$ cat config.mk
export PLATFORM = sky130hd
export DESIGN_NAME = sorted_priority_queue_unit
export DESIGN_NICKNAME = d
export VERILOG_FILES = /design/src/sv/spq_pkg.sv /design/src/sv/spq_ctrl.sv /design/src/sv/spq_dp.sv /design/src/sv/sorted_priority_queue_unit.sv
export SDC_FILE = /design/constraint.sdc
export NUM_CORES = 2
export LEC_CHECK = 0
export BUFFER_PORTS_ARGS = -buffer_cell sky130_fd_sc_hd__buf_4
export CORE_MARGIN = 2
export CORE_UTILIZATION = 55
export CTS_CLUSTER_DIAMETER = 40
export CTS_CLUSTER_SIZE = 16
export DETAILED_ROUTE_END_ITERATION = 10
export PLACE_DENSITY_LB_ADDON = 0.25
export REMOVE_ABC_BUFFERS = 1
export SYNTH_ARGS = -nofsm -noshare
export SYNTH_HDL_FRONTEND = slang
export SYNTH_HIERARCHICAL = 1
export SYNTH_SLANG_ARGS = --single-unit
$ cat constraint.sdc
create_clock -name clk -period 13.95 [get_ports clk]
set_input_delay 1.395 -clock clk [delete_from_list [all_inputs] [get_ports clk]]
set_output_delay 1.395 -clock clk [all_outputs]
set_load 0.03 [all_outputs]
$ cat src/sv/spq_pkg.sv
package spq_pkg;

    localparam logic [1:0] ACT_PUSH  = 2'd0;
    localparam logic [1:0] ACT_POP   = 2'd1;
    localparam logic [1:0] ACT_QUERY = 2'd2;

    localparam logic [1:0] ST_OK    = 2'd0;
    localparam logic [1:0] ST_EMPTY = 2'd1;
    localparam logic [1:0] ST_FULL  = 2'd2;

    typedef struct packed {
        logic signed [15:0] x;
        logic signed [15:0] y;
        logic        [15:0] rank;
    } entry_t;

    typedef enum logic [3:0] {
        S_IDLE,
        S_DECODE,
        S_PUSH_RD,
        S_PUSH_WR,
        S_PUSH_NEW,
        S_POP_WAIT,
        S_QRY_RD,
        S_QRY_CHK,
        S_DONE
    } state_t;

    typedef enum logic [2:0] {
        RES_OK,
        RES_EMPTY,
        RES_FULL,
        RES_POPPED,
        RES_FOUND
    } res_kind_t;

    typedef struct packed {
        logic      load;
        logic      idx_zero;
        logic      idx_tail;
        logic      idx_dec;
        logic      idx_inc;
        logic      rd_en;
        logic      rd_prev;
        logic      wr_en;
        logic      wr_new;
        logic      occ_inc;
        logic      pop_head;
        logic      res_en;
        res_kind_t res_kind;
        logic      out_load;
    } cmd_t;

    typedef struct packed {
        logic [1:0] action;
        logic       full;
        logic       empty;
        logic       idx_one;
        logic       idx_last;
        logic       rank_lt;
        logic       match;
        logic       out_free;
    } dp_status_t;

endpackage

$ cat src/sv/spq_ctrl.sv
module spq_ctrl (
    input  logic               clk,
    input  logic               rst_n,
    input  logic               in_valid,
    output logic               in_stall,
    input  spq_pkg::dp_status_t sts,
    output spq_pkg::cmd_t      cmd
);
    import spq_pkg::*;

    state_t state_reg;
    state_t state_next;

    always_ff @(posedge clk or negedge rst_n)
    begin
        if (!rst_n)
        begin
            state_reg <= S_IDLE;
        end
        else
        begin
            state_reg <= state_next;
        end
    end

    assign in_stall = (state_reg != S_IDLE);

    always_comb
    begin
        state_next = state_reg;
        unique case (state_reg)
            S_IDLE:
            begin
                if (in_valid)
                begin
                    state_next = S_DECODE;
                end
            end
            S_DECODE:
            begin
                case (sts.action)
                    ACT_PUSH:  state_next = sts.full ? S_DONE :
                                            (sts.empty ? S_PUSH_NEW : S_PUSH_RD);
                    ACT_POP:   state_next = sts.empty ? S_DONE : S_POP_WAIT;
                    ACT_QUERY: state_next = sts.empty ? S_DONE : S_QRY_RD;
                    default:   state_next = S_DONE;
                endcase
            end
            S_PUSH_RD:  state_next = S_PUSH_WR;
            S_PUSH_WR:
            begin
                if (sts.rank_lt)
                begin
                    state_next = S_DONE;
                end
                else if (sts.idx_one)
                begin
                    state_next = S_PUSH_NEW;
                end
                else
                begin
                    state_next = S_PUSH_RD;
                end
            end
            S_PUSH_NEW: state_next = S_DONE;
            S_POP_WAIT: state_next = S_DONE;
            S_QRY_RD:   state_next = S_QRY_CHK;
            S_QRY_CHK:
            begin
                if (sts.match || sts.idx_last)
                begin
                    state_next = S_DONE;
                end
                else
                begin
                    state_next = S_QRY_RD;
                end
            end
            S_DONE:
            begin
                if (sts.out_free)
                begin
                    state_next = S_IDLE;
                end
            end
            default:    state_next = S_IDLE;
        endcase
    end

    always_comb
    begin
        cmd = '0;
        cmd.res_kind = RES_OK;
        unique case (state_reg)
            S_IDLE:
            begin
                cmd.load     = in_valid;
                cmd.idx_zero = in_valid;
            end
            S_DECODE:
            begin
                case (sts.action)
                    ACT_PUSH:
                    begin
                        if (sts.full)
                        begin
                            cmd.res_en   = 1'b1;
                            cmd.res_kind = RES_FULL;
                        end
                        else
                        begin
                            cmd.idx_tail = 1'b1;
                        end
                    end
                    ACT_POP:
                    begin
                        if (sts.empty)
                        begin
                            cmd.res_en   = 1'b1;
                            cmd.res_kind = RES_EMPTY;
                        end
                        else
                        begin
                            cmd.rd_en = 1'b1;
                        end
                    end
                    ACT_QUERY:
                    begin
                        cmd.res_en = sts.empty;
                    end
                    default:
                    begin
                        cmd.res_en = 1'b1;
                    end
                endcase
            end
            S_PUSH_RD:
            begin
                cmd.rd_en   = 1'b1;
                cmd.rd_prev = 1'b1;
            end
            S_PUSH_WR:
            begin
                cmd.wr_en = 1'b1;
                if (sts.rank_lt)
                begin
                    cmd.wr_new  = 1'b1;
                    cmd.occ_inc = 1'b1;
                    cmd.res_en  = 1'b1;
                end
                else
                begin
                    cmd.idx_dec = 1'b1;
                end
            end
            S_PUSH_NEW:
            begin
                cmd.wr_en   = 1'b1;
                cmd.wr_new  = 1'b1;
                cmd.occ_inc = 1'b1;
                cmd.res_en  = 1'b1;
            end
            S_POP_WAIT:
            begin
                cmd.pop_head = 1'b1;
                cmd.res_en   = 1'b1;
                cmd.res_kind = RES_POPPED;
            end
            S_QRY_RD:
            begin
                cmd.rd_en = 1'b1;
            end
            S_QRY_CHK:
            begin
                if (sts.match)
                begin
                    cmd.res_en   = 1'b1;
                    cmd.res_kind = RES_FOUND;
                end
                else if (sts.idx_last)
                begin
                    cmd.res_en = 1'b1;
                end
                else
                begin
                    cmd.idx_inc = 1'b1;
                end
            end
            S_DONE:
            begin
                cmd.out_load = sts.out_free;
            end
            default:
            begin
                cmd.res_kind = RES_OK;
            end
        endcase
    end

endmodule

$ cat src/sv/spq_dp.sv
module spq_dp #(
    parameter int DEPTH = 64
) (
    input  logic                clk,
    input  logic                rst_n,
    input  logic [1:0]          action,
    input  logic signed [15:0]  coord_x,
    input  logic signed [15:0]  coord_y,
    input  logic [15:0]         rank,
    output logic                out_valid,
    input  logic                out_stall,
    output logic signed [15:0]  popped_x,
    output logic signed [15:0]  popped_y,
    output logic                found,
    output logic [1:0]          status,
    input  spq_pkg::cmd_t       cmd,
    output spq_pkg::dp_status_t sts
);
    import spq_pkg::*;

    localparam int AW = $clog2(DEPTH);
    localparam int OW = $clog2(DEPTH + 1);
    localparam logic [AW:0] DEPTH_W = (AW + 1)'(DEPTH);

    // circular store: logical slot 0 is the head
    entry_t mem [DEPTH];

    entry_t              item_reg;
    logic [1:0]          action_reg;
    entry_t              rdata_reg;
    logic [AW-1:0]       head_reg;
    logic [AW-1:0]       head_next;
    logic [OW-1:0]       occ_reg;
    logic [OW-1:0]       occ_next;
    logic [AW-1:0]       idx_reg;
    logic [AW-1:0]       idx_next;
    logic [AW-1:0]       idx_prev;
    logic [AW-1:0]       raddr;
    logic [AW-1:0]       waddr;
    entry_t              wdata;
    logic signed [15:0]  res_x_reg;
    logic signed [15:0]  res_y_reg;
    logic                res_found_reg;
    logic [1:0]          res_status_reg;
    logic signed [15:0]  res_x_next;
    logic signed [15:0]  res_y_next;
    logic                res_found_next;
    logic [1:0]          res_status_next;
    logic signed [15:0]  out_x_reg;
    logic signed [15:0]  out_y_reg;
    logic                out_found_reg;
    logic [1:0]          out_status_reg;
    logic                out_valid_reg;
    logic                out_valid_next;

    function automatic logic [AW-1:0] phys(input logic [AW-1:0] base,
                                           input logic [AW-1:0] off);
        logic [AW:0] s;
        s = {1'b0, base} + {1'b0, off};
        if (s >= DEPTH_W)
        begin
            s = s - DEPTH_W;
        end
        return s[AW-1:0];
    endfunction

    assign idx_prev = idx_reg - AW'(1);
    assign raddr    = phys(head_reg, cmd.rd_prev ? idx_prev : idx_reg);
    assign waddr    = phys(head_reg, idx_reg);
    assign wdata    = cmd.wr_new ? item_reg : rdata_reg;

    always_ff @(posedge clk)
    begin
        if (cmd.wr_en)
        begin
            mem[waddr] <= wdata;
        end
        if (cmd.rd_en)
        begin
            rdata_reg <= mem[raddr];
        end
    end

    always_ff @(posedge clk)
    begin
        if (cmd.load)
        begin
            item_reg   <= '{x: coord_x, y: coord_y, rank: rank};
            action_reg <= action;
        end
        if (cmd.res_en)
        begin
            res_x_reg      <= res_x_next;
            res_y_reg      <= res_y_next;
            res_found_reg  <= res_found_next;
            res_status_reg <= res_status_next;
        end
        if (cmd.out_load)
        begin
            out_x_reg      <= res_x_reg;
            out_y_reg      <= res_y_reg;
            out_found_reg  <= res_found_reg;
            out_status_reg <= res_status_reg;
        end
    end

    always_comb
    begin
        res_x_next      = '0;
        res_y_next      = '0;
        res_found_next  = 1'b0;
        res_status_next = ST_OK;
        case (cmd.res_kind)
            RES_EMPTY:  res_status_next = ST_EMPTY;
            RES_FULL:   res_status_next = ST_FULL;
            RES_POPPED:
            begin
                res_x_next = rdata_reg.x;
                res_y_next = rdata_reg.y;
            end
            RES_FOUND:  res_found_next = 1'b1;
            default:    res_status_next = ST_OK;
        endcase
    end

    always_comb
    begin
        idx_next = idx_reg;
        if (cmd.idx_zero)
        begin
            idx_next = '0;
        end
        else if (cmd.idx_tail)
        begin
            idx_next = occ_reg[AW-1:0];
        end
        else if (cmd.idx_dec)
        begin
            idx_next = idx_prev;
        end
        else if (cmd.idx_inc)
        begin
            idx_next = idx_reg + AW'(1);
        end

        head_next = cmd.pop_head ? phys(head_reg, AW'(1)) : head_reg;

        occ_next = occ_reg;
        if (cmd.occ_inc)
        begin
            occ_next = occ_reg + OW'(1);
        end
        else if (cmd.pop_head)
        begin
            occ_next = occ_reg - OW'(1);
        end

        out_valid_next = out_valid_reg;
        if (cmd.out_load)
        begin
            out_valid_next = 1'b1;
        end
        else if (!out_stall)
        begin
            out_valid_next = 1'b0;
        end
    end

    always_ff @(posedge clk or negedge rst_n)
    begin
        if (!rst_n)
        begin
            head_reg      <= '0;
            occ_reg       <= '0;
            idx_reg       <= '0;
            out_valid_reg <= 1'b0;
        end
        else
        begin
            head_reg      <= head_next;
            occ_reg       <= occ_next;
            idx_reg       <= idx_next;
            out_valid_reg <= out_valid_next;
        end
    end

    assign sts.action   = action_reg;
    assign sts.full     = (occ_reg == OW'(DEPTH));
    assign sts.empty    = (occ_reg == '0);
    assign sts.idx_one  = (idx_reg == AW'(1));
    assign sts.idx_last = ((OW'(idx_reg) + OW'(1)) == occ_reg);
    assign sts.rank_lt  = (rdata_reg.rank < item_reg.rank);
    assign sts.match    = (rdata_reg.x == item_reg.x) && (rdata_reg.y == item_reg.y);
    assign sts.out_free = !out_valid_reg || !out_stall;

    assign out_valid = out_valid_reg;
    assign popped_x  = out_x_reg;
    assign popped_y  = out_y_reg;
    assign found     = out_found_reg;
    assign status    = out_status_reg;

endmodule

$ cat src/sv/sorted_priority_queue_unit.sv
// channel | handshake            | words
// --------+----------------------+-------------------------------------
// in      | in_valid / in_stall  | action, coord_x, coord_y, rank
// out     | out_valid / out_stall| popped_x, popped_y, found, status
//
// One word at a time. A pop reads and retires the head; a query checks entries
// from the head to a match or the last one; a push moves entries back from the
// tail until one ranks below it, then writes in behind (at the head if none does).
// The store has one read and one write port; a step has a read and a check state.
// Reset clears occupancy, head, index and out_valid; no clearing pass over the store.
// A result held by out_stall does not block the next word from being taken.
module sorted_priority_queue_unit #(
    parameter int DEPTH = 64
) (
    input  logic               clk,
    input  logic               rst_n,
    input  logic               in_valid,
    output logic               in_stall,
    input  logic [1:0]         action,
    input  logic signed [15:0] coord_x,
    input  logic signed [15:0] coord_y,
    input  logic [15:0]        rank,
    output logic               out_valid,
    input  logic               out_stall,
    output logic signed [15:0] popped_x,
    output logic signed [15:0] popped_y,
    output logic               found,
    output logic [1:0]         status
);
    import spq_pkg::*;

    cmd_t       cmd;
    dp_status_t sts;

    spq_ctrl u_ctrl (
        .clk      (clk),
        .rst_n    (rst_n),
        .in_valid (in_valid),
        .in_stall (in_stall),
        .sts      (sts),
        .cmd      (cmd)
    );

    spq_dp #(
        .DEPTH (DEPTH)
    ) u_dp (
        .clk       (clk),
        .rst_n     (rst_n),
        .action    (action),
        .coord_x   (coord_x),
        .coord_y   (coord_y),
        .rank      (rank),
        .out_valid (out_valid),
        .out_stall (out_stall),
        .popped_x  (popped_x),
        .popped_y  (popped_y),
        .found     (found),
        .status    (status),
        .cmd       (cmd),
        .sts       (sts)
    );

endmodule

Word level (Yosys, flattened, before mapping)
Memories as Yosys holds them, arrays and structs flattened. A register that Yosys moved wholly into a read port is not among the register bits.
Index checks and enable logic that the tools add are counted.
Widths: inputs -> output; s select.
{"block": "word_totals", "input_bits": 54, "regBits": 144, "out_inout_bits": 37, "ramBits": 3072, "mem_count": 1, "elab_cells": 124}
{"name": "u_dp.mem", "depth": 64, "width": 48, "rd": 1, "rd_ports_with_merged_regs": 1, "write_ports": 1, "line": "spq_dp.sv:26", "text": "entry_t mem [DEPTH];"}
{"block": "op_classes", "n_mux": 55, "add_sub_neg": 11, "n_eq_ne": 22, "order_cmp": 4, "n_reduce_logical": 14}
{"operator": "$mux 48", "n": 1}
{"operator": "$mux 6", "n": 8}
{"operator": "$mux 4", "n": 9}
{"operator": "$eq 16x16->1", "n": 2}
{"operator": "$pmux 4 s8", "n": 1}
{"operator": "$sub 6x1->6 const B", "n": 4}
{"operator": "$ge 7x7->1 const B", "n": 3}
{"operator": "$mux 1", "n": 21}
{"operator": "$eq 4x3->1 const B", "n": 4}
{"operator": "$lt 16x16->1", "n": 1}
{"operator": "$add 6x1->7 const B", "n": 2}
{"operator": "$add 6x6->7", "n": 2}
{"operator": "$mux 7", "n": 2}
{"operator": "$pmux 3 s2", "n": 2}
{"operator": "$pmux 4 s3", "n": 1}
{"operator": "$mux 3", "n": 3}
{"operator": "$pmux 3 s3", "n": 1}
{"operator": "$eq 4x2->1 const B", "n": 2}
{"operator": "$reduce_bool 4->1", "n": 2}
{"operator": "$add 7x1->7 const B", "n": 1}
{"operator": "$eq 7x7->1", "n": 1}
{"operator": "$eq 7x7->1 const B", "n": 1}
{"operator": "$logic_not 7->1", "n": 1}
{"operator": "$sub 7x1->7 const B", "n": 1}
{"operator": "other kinds (24)", "n": 30}

Logic depth before layout (Yosys ltp)
{"block": "depth", "depth_word": 9, "mapped_depth": 18, "mapped_depth_nobuf": 18}

By module
Netlist, hierarchy kept.
{"mod": "spq_dp", "n_inst": 1, "area_each_um2": 126844.2, "seq_area_each_um2": 97793.8, "cells_per_inst": 5455}
{"mod": "spq_ctrl", "n_inst": 1, "area_each_um2": 579.3, "seq_area_each_um2": 100.1, "cells_per_inst": 75}

Worst setup path before layout
Ideal clock, no wire load.
{"block": "synth_path", "kind": "reg2reg", "startpoint": "register u_dp.head_reg[1]", "endpoint": "memory u_dp/mem[0][0] (netlist bit) (enable)", "period_less_slack_ns": 4.478, "setup_time_ns": 0.454, "t_arrival_ns": 4.024, "required_ns": 13.496, "path_stages_with_launch": 8, "n_path_buf": 0, "path_slack_ns": 9.472, "cell_sequence": "dfrtp_1 > ha_1 > a21o_1 > a21o_1 > a2111oi_0 > a211o_1 > nand2_1 > nor2_1"}
{"block": "synth_between", "elab_chain_len": 3, "word_cells_on_any_way": 4, "cone_classes": "add/sub: 2; order compare: 1; mux: 1"}
{"item": "from (decl)", "line": "spq_dp.sv:31", "text": "logic [AW-1:0] head_reg;"}
{"item": "from (signal assigned)", "line": "spq_dp.sv:180", "text": "head_reg <= head_next;"}
{"item": "$add 6x6->7 (*)", "line": "spq_dp.sv:59", "text": "s = {1'b0, base} + {1'b0, off};"}
{"item": "$sub 6x1->6 / $ge 7x7->1 (equally long branches)", "line": "spq_dp.sv:62, spq_dp.sv:60"}
{"item": "$mux 6 (*)", "line": "spq_dp.sv:60", "text": "if (s >= DEPTH_W)"}
{"item": "to (decl)", "line": "spq_dp.sv:26"}
Mark *: on every way between the ends. The rest lies on a longest branch, timed or not.

==> impl_metrics.tcl <==
set metrics [dict create \
    ys_types 53 \
    cp.arrival_ns 7.04 \
    antenna_found_initial 10 \
    regArea_um2 97900 \
    synthAdderAreaFrac_pct 0.430 \
    synth_edf_count 3240 \
    largest_reg_flops 3072 \
    dp_slack_ns 7.44 \
    period_share_pct 45.4 \
    finalInstanceArea_um2 146000 \
    syn_area_per_cell_um2 23.0 \
    dieArea_um2 236000 \
    synth_area_um2 127000 \
    drv_cap 0 \
    setup_ws_ns 7.62 \
    chipHeight_um 485 \
    path_cells "nand2b_1 > nor3_1 > xor2_1 > ha_4 > buf_12 > buf_4 > buf_4 > mux4_2 > mux2i_1 > mux2i_1 > mux2i_1 > mux2i_1" \
    worstSetupPathType "reg -> reg" \
    p_per_area_nw_per_um2 273 \
    synth_seq_cells 3264 \
    critPathTopFamily "buffers and inverters" \
    synth-xor-area-share_pct 0.493 \
    grt_pass1_vias 61800 \
    irDropWorstVdd_v 0.000413 \
    firstDrtPassIters 5 \
    multi_input_area_um2 28600 \
    coreArea_um2 230000 \
    post_cts_buffers 0 \
    rsz0062_at_grt "no" \
    fin_util_pct 63.6 \
    tightest_slew_ns 1.33 \
    cts_root_buf "clkbuf_16" \
    start_util_pct 55.4 \
    async_flop_share_pct 0.735 \
    crit_path_start_kind "register" \
    cts_made_buffers 409 \
    slowest_delay_ns 0.87 \
    fmax_mhz 158 \
    drtIter0Drc 10400 \
    cts.path.max_buffers 4 \
    synth_top_family_by_area "multiplexers" \
    min_period_ns 6.33 \
    cp_num_cells 12 \
    path_buf_inv 3 \
    wl_per_cell_um 37.0 \
    cts_resized 0 \
    io_buffers 90 \
    cp_slowest_cell "ha_4" \
    ctsHtreeMaxLevel 5 \
    tns_ns 0 \
    setup_viol 0 \
    leakage_nw 46.1 \
    clk_pin_slew_worst_paths_ns 0.06 \
    final-hold-violation-count 0 \
    worst_r2r_path_depth 12 \
    worstSkewPairLatency_ns 1.00 \
    synth_warnings 6 \
    fin_skew_ns 0.0938 \
    fillerInstances 14800 \
    vias_per_cell 6.73 \
    gr-total-overflow 0 \
    nets 6010 \
    grt_use_total_pct 29.2 \
    ys_seq_area_share_pct 76.8 \
    vias 62400 \
    die_w_um 485 \
    synth_compound_area_share_pct 0.427 \
    crit_top_cell "mux2i_1" \
    routed_wl_mm 343 \
    end_kind "register" \
    postPlaceCellArea_um2 132000 \
    ios 91 \
    drtAntennaViolNets 0 \
    yosys.area_share.simple_pct 0.911 \
    grt_max_degree 169 \
    drv_slew 0 \
    required_ns 14.66 \
    min-delay-path-class "in -> async" \
    max-slew-margin-rel_pct 11.2 \
    cts_tree "yes" \
    drc 0 \
    final_layout_size_suffix_gt1_share_pct 29.2 \
    postSynth.topFlopCell "edfxtp_1" \
    crit_path_max_fanout 97 \
    synth_cells 5530 \
    synthMuxAreaShare_pct 19.7 \
    dp_hpwl_mm 172 \
    grt_pass1_wl_mm 478 \
    syn_to_final_growth_pct 14.9 \
    status "completed" \
    clock_sinks 3264 \
    ctsHoldBuffers 0 \
    core.rowCount 176 \
    place.gp.congestion 0.804 \
]
area by class of cell:
cell class,instances,share of cell area (%)
clock inverters,299,2.48
inverters,27,0.0692
diodes,11,0.0188
well taps,3026,2.59
multi-input cells,1968,19.5
repair buffers,244,1.32
clock buffers,444,7.13
flip-flops and latches,3264,66.9
synth_stat cells (all sizes together) (2+ instances only):
library cell,number,area share [%]
a2111oi,3,0.026
a211o,3,0.021
a211oi,3,0.018
a21o,14,0.082
a21oi,21,0.082
a22o,2,0.014
and2,33,0.16
and3,4,0.020
and3b,3,0.021
buf,219,0.98
clkbuf,52,0.15
dfrtp,24,0.47
edfxtp,3240,76
fa,3,0.047
ha,39,0.38
inv,27,0.080
mux2,50,0.44
mux2i,723,5.7
mux4,768,14
nand2,33,0.097
nand2b,7,0.034
nand3,8,0.031
nand4,9,0.044
nor2,94,0.28
nor2b,7,0.034
nor3,17,0.075
nor3b,3,0.018
nor4,12,0.059
o2111ai,2,0.014
o211ai,3,0.018
o21a,3,0.018
o21ai,13,0.051
o21bai,4,0.024
o31ai,3,0.018
o32a,2,0.016
or4b,2,0.019
xnor2,24,0.17
xor2,46,0.32
path summary, 6_finish.rpt:
| kind | slack, ns | end | from |
|---|---|---|---|
| setup reg to reg | 7.62 | u_dp/rdata_reg[14] | u_ctrl/state_reg[0] |
| hold / removal | 0.36 | u_dp/head_reg[1] | rst_n |
| hold reg to reg | 0.41 | u_dp/popped_y[10] | u_dp/res_y_reg[10] |
| setup / recovery | 7.62 | u_dp/rdata_reg[14] | u_ctrl/state_reg[0] |
| min in group clk | 0.41 | u_dp/popped_y[10] | u_dp/res_y_reg[10] |
| max in group asynchronous | 13.29 | u_dp/occ_reg[0] | rst_n |
kinds of logic (layout without fill, tap and decap cells):
group / Yosys count / after routing
AO/OA/AOI/OAI: 80 / 80
XOR/XNOR: 70 / 70
adder cells (fa/ha/maj): 42 / 42
buffers and inverters: 298 / 1014
flip-flops: 3264 / 3264
multiplexers: 1541 / 1541
other: 0 / 11
AND/OR/NAND/NOR: 235 / 235
per-layer routing:
layer	up-vias	part of all wire, %	GRT usage [%]
met4	4	3.4	9.48
met3	661	12	5.90
met5	-	0.0070	0
met1	33400	38	42.4
li1	24200	-	-
met2	4169	47	45.1
stage by stage:
| stage | power, mW | hold slack (ns) | instances |
|---|---|---|---|
| 2_1_floorplan | 23.6 | 0.400 | 5259 |
| 3_3_place_gp | 29.0 | 0.403 | 8529 |
| 3_5_place_dp | 29.3 | 0.405 | 8529 |
| 4_1_cts | 40.0 | 0.317 | 9272 |
| 5_1_grt | 41.4 | 0.342 | 9279 |
| 6_report | 39.9 | 0.365 | 9283 |
cell usage in the layout (no fill, tap or decap), types with 16 or more instances in the layout:
master,count
xor2_1,44
xnor2_1,21
clkbuf_1,32
dfrtp_1,24
inv_8,22
ha_1,38
nand2_1,33
mux4_2,768
a21oi_1,19
and2_1,33
inv_1,27
inv_6,46
clkinv_2,38
clkinvlp_4,42
edfxtp_1,3240
clkinv_4,40
buf_4,236
nor2_4,64
nor2_1,30
bufinv_16,55
clkinv_1,37
clkbuf_16,412
clkinv_8,16
mux2i_1,723
mux2_2,50
where the power goes:
part	total (mW)	switching, mW	internal [mW]	leakage, nW
logic	15.6	8.85	6.75	9.92
clock network	10.8	4.28	6.53	6.75
registers	13.5	0.277	13.2	29.5
total	39.9	13.4	26.5	46.1
Power figures use the tool's default switching activity.
